==> src/hdl/tmf_pkg.sv <==
`timescale 1ns / 1ps

package tmf_pkg;

  localparam int DEFAULT_CAPACITY = 256;

  localparam int TOTAL_W = 9;

  localparam logic [7:0] END_BYTE = 8'hFF;

  typedef enum logic [1:0] {
    REQ_CLEAR  = 2'd0,
    REQ_HEADER = 2'd1,
    REQ_VALUE  = 2'd2,
    REQ_FINAL  = 2'd3
  } req_type_t;

  typedef enum logic [2:0] {
    ST_OK     = 3'd0,
    ST_SEALED = 3'd1,
    ST_ORDER  = 3'd2,
    ST_NOROOM = 3'd3,
    ST_SEQ    = 3'd4
  } status_t;

endpackage

==> src/hdl/tmf_req_if.sv <==
`timescale 1ns / 1ps

interface tmf_req_if import tmf_pkg::*; ();
  logic      valid;
  logic      ready;
  req_type_t req_type;
  logic [7:0] entry_tag;
  logic [7:0] value_length;
  logic [7:0] value_byte;

  modport source (output valid, req_type, entry_tag, value_length, value_byte,
                  input ready);
  modport sink (input valid, req_type, entry_tag, value_length, value_byte,
                output ready);
endinterface

==> src/hdl/tmf_rsp_if.sv <==
`timescale 1ns / 1ps

interface tmf_rsp_if import tmf_pkg::*; ();
  logic               valid;
  logic               ready;
  status_t            status;
  logic [1:0]         emit_count;
  logic [7:0]         first_byte;
  logic [7:0]         second_byte;
  logic [TOTAL_W-1:0] total_length;

  modport source (output valid, status, emit_count, first_byte, second_byte,
                  total_length, input ready);
  modport sink (input valid, status, emit_count, first_byte, second_byte,
                total_length, output ready);
endinterface

==> src/hdl/tlv_metadata_framer_core.sv <==
`timescale 1ns / 1ps

// Tag-length-value record framer. Each request (clear, entry header, value
// byte, finalize) yields exactly one response carrying a status, up to two
// emitted bytes and the running record length in its low nine bits. Tags
// must rise strictly, an entry's value bytes must arrive before the next
// header or finalize, and the record never grows past CAPACITY bytes.
// A request is registered on acceptance and its response is formed from
// that register and the record state into the response register when the
// response register is free to advance; one request is taken every cycle
// while the response side keeps up.
// A stalled response holds the request register, which in turn drops ready.
module tlv_metadata_framer_core import tmf_pkg::*; #(
  parameter int CAPACITY = DEFAULT_CAPACITY
) (
  input  logic      clk,
  input  logic      rst,
  tmf_req_if.sink   req,
  tmf_rsp_if.source rsp
);

  localparam int CW = $clog2(CAPACITY + 1);
  localparam int SW = $clog2(CAPACITY + 258);

  // Request register.
  logic       in_valid;
  req_type_t  in_type;
  logic [7:0] in_tag;
  logic [7:0] in_len;
  logic [7:0] in_byte;

  // Record state.
  logic [CW-1:0] bytes_used;
  logic [7:0]    previous_tag;
  logic          any_tag_seen;
  logic          sealed;
  logic [7:0]    value_bytes_pending;

  logic [CW-1:0] bytes_used_next;
  logic [7:0]    previous_tag_next;
  logic          any_tag_seen_next;
  logic          sealed_next;
  logic [7:0]    value_bytes_pending_next;

  status_t            status_next;
  logic [1:0]         emit_count_next;
  logic [7:0]         first_byte_next;
  logic [7:0]         second_byte_next;
  logic [TOTAL_W-1:0] total_length_next;

  logic advance;
  logic [SW-1:0] header_end;
  logic [SW-1:0] used_ext;
  logic [SW-1:0] used_next_ext;

  assign advance   = !rsp.valid || rsp.ready;
  assign req.ready = !in_valid || advance;

  assign used_ext      = SW'(bytes_used);
  assign used_next_ext = SW'(bytes_used_next);
  assign header_end    = used_ext + SW'(in_len) + SW'(2);

  always_comb begin
    bytes_used_next          = bytes_used;
    previous_tag_next        = previous_tag;
    any_tag_seen_next        = any_tag_seen;
    sealed_next              = sealed;
    value_bytes_pending_next = value_bytes_pending;
    status_next              = ST_OK;
    emit_count_next          = 2'd0;
    first_byte_next          = 8'd0;
    second_byte_next         = 8'd0;
    total_length_next        = used_ext[TOTAL_W-1:0];
    case (in_type)
      REQ_CLEAR: begin
        bytes_used_next          = '0;
        previous_tag_next        = 8'd0;
        any_tag_seen_next        = 1'b0;
        sealed_next              = 1'b0;
        value_bytes_pending_next = 8'd0;
        total_length_next        = '0;
      end
      REQ_HEADER: begin
        if (value_bytes_pending != 8'd0) begin
          status_next = ST_SEQ;
        end else if (sealed) begin
          status_next = ST_SEALED;
        end else if (any_tag_seen && previous_tag >= in_tag) begin
          status_next = ST_ORDER;
        end else if (header_end > SW'(CAPACITY)) begin
          status_next = ST_NOROOM;
        end else begin
          bytes_used_next          = bytes_used + CW'(2);
          value_bytes_pending_next = in_len;
          previous_tag_next        = in_tag;
          any_tag_seen_next        = 1'b1;
          emit_count_next          = 2'd2;
          first_byte_next          = in_tag;
          second_byte_next         = in_len;
          total_length_next        = used_next_ext[TOTAL_W-1:0];
        end
      end
      REQ_VALUE: begin
        if (value_bytes_pending == 8'd0) begin
          status_next = ST_SEQ;
        end else begin
          bytes_used_next          = bytes_used + CW'(1);
          value_bytes_pending_next = value_bytes_pending - 8'd1;
          emit_count_next          = 2'd1;
          first_byte_next          = in_byte;
          total_length_next        = used_next_ext[TOTAL_W-1:0];
        end
      end
      REQ_FINAL: begin
        if (value_bytes_pending != 8'd0) begin
          status_next = ST_SEQ;
        end else if (sealed) begin
          status_next = ST_OK;
        end else if (bytes_used >= CW'(CAPACITY)) begin
          // A full record reports a zero length with the no-room status.
          status_next       = ST_NOROOM;
          total_length_next = '0;
        end else begin
          bytes_used_next   = bytes_used + CW'(1);
          sealed_next       = 1'b1;
          emit_count_next   = 2'd1;
          first_byte_next   = END_BYTE;
          total_length_next = used_next_ext[TOTAL_W-1:0];
        end
      end
      default: begin
        status_next = ST_OK;
      end
    endcase
  end

  always_ff @(posedge clk) begin
    if (rst) begin
      in_valid            <= 1'b0;
      rsp.valid           <= 1'b0;
      bytes_used          <= '0;
      previous_tag        <= 8'd0;
      any_tag_seen        <= 1'b0;
      sealed              <= 1'b0;
      value_bytes_pending <= 8'd0;
    end else begin
      if (req.ready) begin
        in_valid <= req.valid;
      end
      if (advance) begin
        rsp.valid <= in_valid;
      end
      if (advance && in_valid) begin
        bytes_used          <= bytes_used_next;
        previous_tag        <= previous_tag_next;
        any_tag_seen        <= any_tag_seen_next;
        sealed              <= sealed_next;
        value_bytes_pending <= value_bytes_pending_next;
      end
    end
  end

  always_ff @(posedge clk) begin
    if (req.ready && req.valid) begin
      in_type <= req.req_type;
      in_tag  <= req.entry_tag;
      in_len  <= req.value_length;
      in_byte <= req.value_byte;
    end
    if (advance && in_valid) begin
      rsp.status       <= status_next;
      rsp.emit_count   <= emit_count_next;
      rsp.first_byte   <= first_byte_next;
      rsp.second_byte  <= second_byte_next;
      rsp.total_length <= total_length_next;
    end
  end

  // A sealed record can only have been closed with no value bytes owed.
  a_sealed_no_pending: assert property (@(posedge clk) disable iff (rst)
    sealed |-> value_bytes_pending == 8'd0)
    else $error("record sealed with value bytes pending");

  // Reserved value bytes are counted at header time, so the record never
  // exceeds its capacity.
  a_within_capacity: assert property (@(posedge clk) disable iff (rst)
    bytes_used <= CW'(CAPACITY))
    else $error("record length beyond capacity");

  // Two bytes are only emitted by a successful header.
  a_two_bytes_ok: assert property (@(posedge clk) disable iff (rst)
    rsp.valid && rsp.emit_count == 2'd2 |-> rsp.status == ST_OK)
    else $error("two bytes emitted on a failed request");

  // Back-pressure only appears when both stages are full and the
  // response is stalled.
  a_ready_low_cause: assert property (@(posedge clk) disable iff (rst)
    !req.ready |-> in_valid && rsp.valid && !rsp.ready)
    else $error("request side stalled without a full pipeline");

  // A held request must not change the record state.
  a_state_held: assert property (@(posedge clk) disable iff (rst)
    !advance |=> $stable(bytes_used) && $stable(value_bytes_pending))
    else $error("record state changed during a stall");

endmodule
==> src/flat_wrapper.sv <==
// flat-port wrapper written by rule: the top's interface ports become plain ports
module tlv_metadata_framer_core_flat import tmf_pkg::*;
#(
  parameter int CAPACITY = DEFAULT_CAPACITY
)
  (clk, rst, req_valid, req_req_type, req_entry_tag, req_value_length, req_value_byte, req_ready, rsp_valid, rsp_status, rsp_emit_count, rsp_first_byte, rsp_second_byte, rsp_total_length, rsp_ready);
  tmf_req_if req_i ();
  tmf_rsp_if rsp_i ();
  input  logic clk;
  input  logic rst;
  input wire logic [$bits(req_i.valid)-1:0] req_valid;
  input wire logic [$bits(req_i.req_type)-1:0] req_req_type;
  input wire logic [$bits(req_i.entry_tag)-1:0] req_entry_tag;
  input wire logic [$bits(req_i.value_length)-1:0] req_value_length;
  input wire logic [$bits(req_i.value_byte)-1:0] req_value_byte;
  output wire logic [$bits(req_i.ready)-1:0] req_ready;
  output wire logic [$bits(rsp_i.valid)-1:0] rsp_valid;
  output wire logic [$bits(rsp_i.status)-1:0] rsp_status;
  output wire logic [$bits(rsp_i.emit_count)-1:0] rsp_emit_count;
  output wire logic [$bits(rsp_i.first_byte)-1:0] rsp_first_byte;
  output wire logic [$bits(rsp_i.second_byte)-1:0] rsp_second_byte;
  output wire logic [$bits(rsp_i.total_length)-1:0] rsp_total_length;
  input wire logic [$bits(rsp_i.ready)-1:0] rsp_ready;
  assign req_i.valid = req_valid;
  assign req_i.req_type = req_req_type;
  assign req_i.entry_tag = req_entry_tag;
  assign req_i.value_length = req_value_length;
  assign req_i.value_byte = req_value_byte;
  assign req_ready = req_i.ready;
  assign rsp_valid = rsp_i.valid;
  assign rsp_status = rsp_i.status;
  assign rsp_emit_count = rsp_i.emit_count;
  assign rsp_first_byte = rsp_i.first_byte;
  assign rsp_second_byte = rsp_i.second_byte;
  assign rsp_total_length = rsp_i.total_length;
  assign rsp_i.ready = rsp_ready;
  tlv_metadata_framer_core #(.CAPACITY(CAPACITY)) u_core (.clk(clk), .rst(rst), .req(req_i), .rsp(rsp_i));
endmodule
==> config.mk <==
export PLATFORM = sky130hd
export DESIGN_NAME = tlv_metadata_framer_core_flat
export DESIGN_NICKNAME = d
export VERILOG_FILES = /design/src/hdl/tmf_pkg.sv /design/src/hdl/tmf_req_if.sv /design/src/hdl/tmf_rsp_if.sv /design/src/hdl/tlv_metadata_framer_core.sv /design/src/flat_wrapper.sv
export SDC_FILE = /design/constraint.sdc
export NUM_CORES = 1
export LEC_CHECK = 0
export BUFFER_PORTS_ARGS = -buffer_cell sky130_fd_sc_hd__buf_4
export CELL_PAD_IN_SITES_DETAIL_PLACEMENT = 1
export CELL_PAD_IN_SITES_GLOBAL_PLACEMENT = 2
export CORE_MARGIN = 2
export CORE_UTILIZATION = 33
export CTS_CLUSTER_DIAMETER = 100
export CTS_CLUSTER_SIZE = 28
export DETAILED_ROUTE_END_ITERATION = 10
export PLACE_DENSITY_LB_ADDON = 0.08
export SYNTH_ARGS = -nofsm -noshare
export SYNTH_HDL_FRONTEND = slang
export SYNTH_SLANG_ARGS = --single-unit
==> constraint.sdc <==
create_clock -name clk -period 3.85 [get_ports clk]
set_clock_uncertainty 0.1 [all_clocks]
set_input_delay 0.77 -clock clk [delete_from_list [all_inputs] [get_ports clk]]
set_output_delay 0.77 -clock clk [all_outputs]
set_load 0.02 [all_outputs]
# Word level (Yosys, flattened, before mapping)
# Cells that the tools add are included.
[classes]
muxes = 65
n_div = 0
add_sub_neg = 5
order_cmp = 3
n_eq_ne = 9
bitwise = 1
shifts = 0
mul = 0
n_reduce_logical = 17
[op_table]
columns = ["cell", "n"]
rows = [
  ["$mux W9", 16],
  ["$mux W8", 17],
  ["$pmux W9 S4", 2],
  ["$pmux W8 S3", 2],
  ["$mux W3", 6],
  ["$mux W2", 8],
  ["$pmux W8 S2", 1],
  ["$ne A2 B2 Y1 const B", 6],
  ["$add A10 B2 Y10 const B", 1],
  ["$add A9 B8 Y10", 1],
  ["$gt A10 B9 Y1 const B", 1],
  ["$add A9 B1 Y9 const B", 1],
  ["$add A9 B2 Y9 const B", 1],
  ["$ge A9 B9 Y1 const B", 1],
  ["$mux W1", 9],
  ["$pmux W3 S3", 1],
  ["$ge A8 B8 Y1", 1],
  ["$logic_not A8 Y1", 1],
  ["$reduce_bool A8 Y1", 1],
  ["$sub A8 B1 Y8 const B", 1],
  ["$reduce_and A7 Y1", 1],
  ["$pmux W2 S3", 1],
  ["$reduce_and A6 Y1", 1],
  ["$reduce_or A5 Y1", 1],
  ["other kinds (11)", 18],
]
[totals]
register_bits = 85
ram_bits = 0
word_cells = 116
latchBits = 0
n_memories = 0
rom_bits = 0

# Depth between registers and ports, before layout
[depth]
depth_word = 13
ltp_mapped = 16
ltp_nobuf = 13

# Worst setup path after synthesis
# Ideal clock, no wire load.
[synth_timing]
path_kind = "register to register"
start = "reg u_core.bytes_used[1]"
end = "reg u_core.rsp.total_length[7] (netlist bit), data pin"
setup_time_ps = 271
arrival_ps = 3692
period_less_slack_ps = 4063
path_stages_with_launch = 15
slack_ps = -213
cell_sequence = "dfxtp_1 > clkbuf_1 > inv_1 > ha_1 > inv_1 > ha_1 > fa_1 > a211oi_1 > o21bai_1 > a221oi_4 > nand3b_4 > a211oi_4 > mux2_1 > a211oi_1 > a211oi_2"
[synth_via]
elab_chain_cells = 13
[synth_lines]
columns = ["item", "line_no", "rtl"]
rows = [
  ["start, declared", "tlv_metadata_framer_core.sv:33", "logic [CW-1:0] bytes_used;"],
  ["start signal, assigned", "tlv_metadata_framer_core.sv:154", "bytes_used <= bytes_used_next;"],
  ["$add A9 B8 Y10", "tlv_metadata_framer_core.sv:61", "assign header_end = used_ext + SW'(in_len) + SW'(2);"],
  ["$add A10 B2 Y10", "tlv_metadata_framer_core.sv:61", ""],
  ["$gt A10 B9 Y1", "tlv_metadata_framer_core.sv:90", "end else if (header_end > SW'(CAPACITY)) begin"],
  ["$mux W9", "tlv_metadata_framer_core.sv:90", ""],
  ["$mux W9", "tlv_metadata_framer_core.sv:88", "end else if (any_tag_seen && previous_tag >= in_tag) begin"],
  ["$mux W9", "tlv_metadata_framer_core.sv:86", "end else if (sealed) begin"],
  ["$mux W9", "tlv_metadata_framer_core.sv:84", "if (value_bytes_pending != 8'd0) begin"],
  ["$pmux W9 S4", "tlv_metadata_framer_core.sv:74", "case (in_type)"],
  ["$mux W9", "tlv_metadata_framer_core.sv:90", ""],
  ["$mux W9", "tlv_metadata_framer_core.sv:88", ""],
  ["$mux W9", "tlv_metadata_framer_core.sv:86", ""],
  ["$mux W9", "tlv_metadata_framer_core.sv:84", ""],
  ["$pmux W9 S4 (*)", "tlv_metadata_framer_core.sv:74", ""],
  ["named net u_core.total_length_next[7]", "tlv_metadata_framer_core.sv:49", "logic [TOTAL_W-1:0] total_length_next;"],
  ["end signal, assigned", "tlv_metadata_framer_core.sv:175", "rsp.total_length <= total_length_next;"],
  ["end, declared", "tmf_rsp_if.sv:13", "total_length, input ready);"],
]
# Mark *: on every way through the listed nets, which the timed path passes. The rest lies on a longest branch.
# A chain may end at the register's enable or synchronous reset.

# Final worst setup path
[layout_timing]
start = "reg u_core.in_len[1]"
end = "reg u_core.rsp.total_length[1] (netlist bit), data pin"
[layout_via]
elab_chain_cells = 13
[layout_lines]
columns = ["item", "line_no", "rtl"]
rows = [
  ["start, declared", "tlv_metadata_framer_core.sv:29", "logic [7:0] in_len;"],
  ["start signal, assigned", "tlv_metadata_framer_core.sv:167", "in_len <= req.value_length;"],
  ["$add A9 B8 Y10 (*)", "tlv_metadata_framer_core.sv:61", ""],
  ["$add A10 B2 Y10 (*)", "tlv_metadata_framer_core.sv:61", ""],
  ["$gt A10 B9 Y1 (*)", "tlv_metadata_framer_core.sv:90", ""],
  ["$mux W9", "tlv_metadata_framer_core.sv:90", ""],
  ["$mux W9", "tlv_metadata_framer_core.sv:88", ""],
  ["$mux W9", "tlv_metadata_framer_core.sv:86", ""],
  ["$mux W9", "tlv_metadata_framer_core.sv:84", ""],
  ["$pmux W9 S4", "tlv_metadata_framer_core.sv:74", ""],
  ["$mux W9", "tlv_metadata_framer_core.sv:90", ""],
  ["$mux W9", "tlv_metadata_framer_core.sv:88", ""],
  ["$mux W9", "tlv_metadata_framer_core.sv:86", ""],
  ["$mux W9", "tlv_metadata_framer_core.sv:84", ""],
  ["$pmux W9 S4 (*)", "tlv_metadata_framer_core.sv:74", ""],
  ["named net u_core.total_length_next[1]", "tlv_metadata_framer_core.sv:49", ""],
]
# Marked as above.

==> implementation parameters <==
Parameter                              Value

Floorplan
  Die height    roughly 130 µm
  Row count    44
  Overall die width    roughly 130 µm
  I/O Pins    between 60 and 70
  Initial core utilization    34.0%
  Total die area    16100 µm²
  Core area    about 15000 µm²

Cells and area
  Share of layout cells above drive strength 1    24.9%
  Final nets    about 660
  Final Core Density    between 40% and 50%
  Area taken by multi-input logic gates    between 2000 and 3000 µm²
  Final Instance Area    between 6000 and 7000 µm²
  FF+latch area    2260 µm²
  Antenna Cells    0
  Layout area overhead    25.9%
  Filler cell count    between 1500 and 2000

Route
  Antenna viol nets, final    0
  Remaining design rule violation count    0
  Vias    approximately 4400
  Iteration count of the initial detailed-routing pass    4
  Via-per-instance ratio    ~5.6
  Wirelength, routed    around 16 mm
  Number of DRC markers in iteration 0    253
  Routed length per instance    approximately 20 µm

Power and ir drop
  VDD IR max    0.249 mV
  Overall power consumption    2.33 mW
  Leakage power total    around 2.5 nW
  Pwr/cell area    between 300 and 400 nW/µm²

Synthesis
  Post-synthesis register bit count    85
  Fraction of post-synthesis cell area in the top cell type by area    33.7%
  Yosys synthesis warning count    0
  Post-Syn Area    ~5000 µm²
  Ys flop type    sky130_fd_sc_hd__edfxtp_1
  Mean instance size in the synthesized netlist    between 9 and 10 µm²
  Most frequent cell after synthesis    sky130_fd_sc_hd__nand2_1
  Fraction of the yosys area taken by sequential cells    a little under half
  Cell type with the highest aggregate area in the netlist    sky130_fd_sc_hd__edfxtp_1
  Share of flip-flops with an asynchronous set or reset after synthesis    0%
  Top cell types by occurrence after synthesis    59 x sky130_fd_sc_hd__nand2_1, 56 x sky130_fd_sc_hd__edfxtp_1, 36 x sky130_fd_sc_hd__a21oi_1, 35 x sky130_fd_sc_hd__nor2_1
  Synth cell types    73
  Post-synth EDFFs    56
  Synth top area cells    sky130_fd_sc_hd__edfxtp_1 34%, sky130_fd_sc_hd__dfxtp_1 12%, sky130_fd_sc_hd__ha_1 8.3%
  Post-synthesis net count    roughly 580
  Number of cells produced by synthesis    about 500

Timing
  Final count of negative-setup-slack endpoints    0
  Worst hold slack    ~0.4 ns
  Share of the clock period used by the worst path    95.6%
  Max-slew violations    0
  Minimum clock period after layout    about 3.7 ns
  Rel. slew slack    between 40% and 50%
  Max frequency    approximately 270 MHz
  Worst Max-Slew Pin Slew    just under 0.9 ns
  Setup TNS    0 ns
  Final number of hold-violating endpoints    0

Global routing
  Via count of the first global-routing pass    approximately 4500
  Remaining global-route overflow    0
  Wire length of the first global-routing pass    25.5 mm
  Initial antenna violation count    0
  All-layer global routing usage    around a fifth
  Largest net degree at the start of global routing    28

Worst setup path
  Critical Path Start Type    register
  Path type of the worst setup path    register to register
  Number of cells on the worst reg-to-reg path    15
  Largest fanout of any net on the critical path    8
  Worst r2r src    u_core.in_len[1]
  Worst path required time    3.84 ns
  Worst reg2reg endpoint    u_core.rsp.total_length[1]
  Worst R2R Setup Slack    0.17 ns
  Data arrival time of the critical path    between 3 and 4 ns
  Capturing element type of the critical path    register

Clock tree
  Total CTS buffers    9
  Hold_buf cts    0
  Clk sink count    85
  Clock tree from TritonCTS    built
  Max Root-Sink Buffers    2
  Clk root buf    sky130_fd_sc_hd__clkbuf_16
  Skew-Pair Late Insertion Delay    about 0.36 ns
  Clock transition at the register clock pins on the worst setup and hold paths after CTS    0.07 ns
  H-tree depth    3

Min path
  Hold Path Stages    1
  Start point of the worst min-delay path    u_core.previous_tag[5]
  Worst Hold Path EP    u_core.previous_tag[5]
  Class of the most critical hold timing path    register to register

Placed design
  Total half-perimeter wirelength after legalization and detailed placement    11.6 mm
  Final estimated routing congestion in global placement    roughly 0.83
  Total cell area at the placement stage    just under 6000 µm²
  Count of input and output buffers    61

Run
  Number of maximum-capacitance constraint violations    0

Status
  Run status    complete, no violations
state kept, by name, indices dropped and copies added (netlist names), 3 cells and up:
register                    cells
u_core.bytes_used               9
u_core.in_byte                  8
u_core.in_len                   8
u_core.in_tag                   8
u_core.previous_tag             8
u_core.rsp.first_byte           8
u_core.rsp.second_byte          8
u_core.rsp.status               3
u_core.rsp.total_length         9
u_core.value_bytes_pending      8
stage by stage:
step / std cells / setup WS (ns)
detailed placement: 765 / -0.0919
finish: 787 / 0.171
global route: 787 / -0.0150
floorplan: 514 / 0.0134
CTS: 782 / 0.00294
global placement: 765 / -0.0570
worst max path at each step:
stage                         startpoint                          to
floorplan           u_core.bytes_used[1]  u_core.rsp.total_length[7]
global placement    u_core.bytes_used[1]  u_core.rsp.total_length[4]
detailed placement      u_core.in_len[1]  u_core.rsp.total_length[4]
CTS                     u_core.in_len[1]  u_core.rsp.total_length[1]
global route            u_core.in_len[1]  u_core.rsp.total_length[1]
finish                  u_core.in_len[1]  u_core.rsp.total_length[1]
report_power, final:
group          internal [mW]  total, mW  switching [mW]
Clock                  0.465      0.867           0.402
Combinational          0.165      0.415           0.251
Sequential              1.02       1.04          0.0236
what timing repair did:
action / CTS / global route
pin swaps: 1 / 11
hold endpoints to repair: 0 / 0
setup buffers: 1 / 5
gates resized for setup: 1 / 17
endpoints found under the setup margin: 13 / 36
logic make-up after synthesis:
logic type	count (synthesis)	synth area share [%]
AOI/OAI and AO/OA	153	21.3
and+or+nand+nor	172	17.4
adders and majority gates	34	8.68
buffers and inverters	54	4.24
muxes	7	1.51
xor gates and xnor gates	9	1.58
DFF	85	45.4
worst max-delay path, stage by stage, from the launching register on:
cell	delay (ns)
sky130_fd_sc_hd__edfxtp_1	0.37
sky130_fd_sc_hd__inv_2	0.05
sky130_fd_sc_hd__ha_1	0.27
sky130_fd_sc_hd__inv_2	0.04
sky130_fd_sc_hd__ha_4	0.16
sky130_fd_sc_hd__fa_2	0.41
sky130_fd_sc_hd__a211oi_4	0.30
sky130_fd_sc_hd__o21bai_2	0.14
sky130_fd_sc_hd__a21oi_1	0.23
sky130_fd_sc_hd__nand3_2	0.24
sky130_fd_sc_hd__a211oi_4	0.36
sky130_fd_sc_hd__buf_6	0.16
sky130_fd_sc_hd__nor2_1	0.04
sky130_fd_sc_hd__buf_4	0.17
sky130_fd_sc_hd__o211ai_1	0.24
sky130_fd_sc_hd__o41ai_2	0.12
metal layers:
layer | track usage [%] | wire length (µm) | vias up
li1 | - | - | 2083
met1 | 27.9 | 7270 | 2211
met2 | 33.7 | 7690 | 97
met3 | 3.67 | 587 | 15
met4 | 6.59 | 279 | 0
met5 | 0 | 0 | -
layout by cell type, fill, tap and decap left out, types with 6 or more instances in the layout:
cell type and instances:
sky130_fd_sc_hd__and2_1 11, sky130_fd_sc_hd__clkbuf_16 9, sky130_fd_sc_hd__nand2_1 59, sky130_fd_sc_hd__o31ai_1 7, sky130_fd_sc_hd__a21oi_1 36, sky130_fd_sc_hd__xnor2_1 6, sky130_fd_sc_hd__dfxtp_1 29, sky130_fd_sc_hd__inv_1 22
sky130_fd_sc_hd__nor2_1 35, sky130_fd_sc_hd__o21ai_0 33, sky130_fd_sc_hd__a22o_1 10, sky130_fd_sc_hd__nor3_1 12, sky130_fd_sc_hd__ha_1 30, sky130_fd_sc_hd__a211oi_1 9, sky130_fd_sc_hd__edfxtp_1 56, sky130_fd_sc_hd__nand3_1 20
sky130_fd_sc_hd__buf_4 98
final cells by class:
class	count	share of cell area [%]
tap	184	3.67
inverter	27	1.61
sequential	85	36.0
clock inverter	6	0.837
clock buffer	10	3.81
timing repair buffer	100	12.2
multi-input combinational	375	41.8
(Power assumes the default switching activity.)
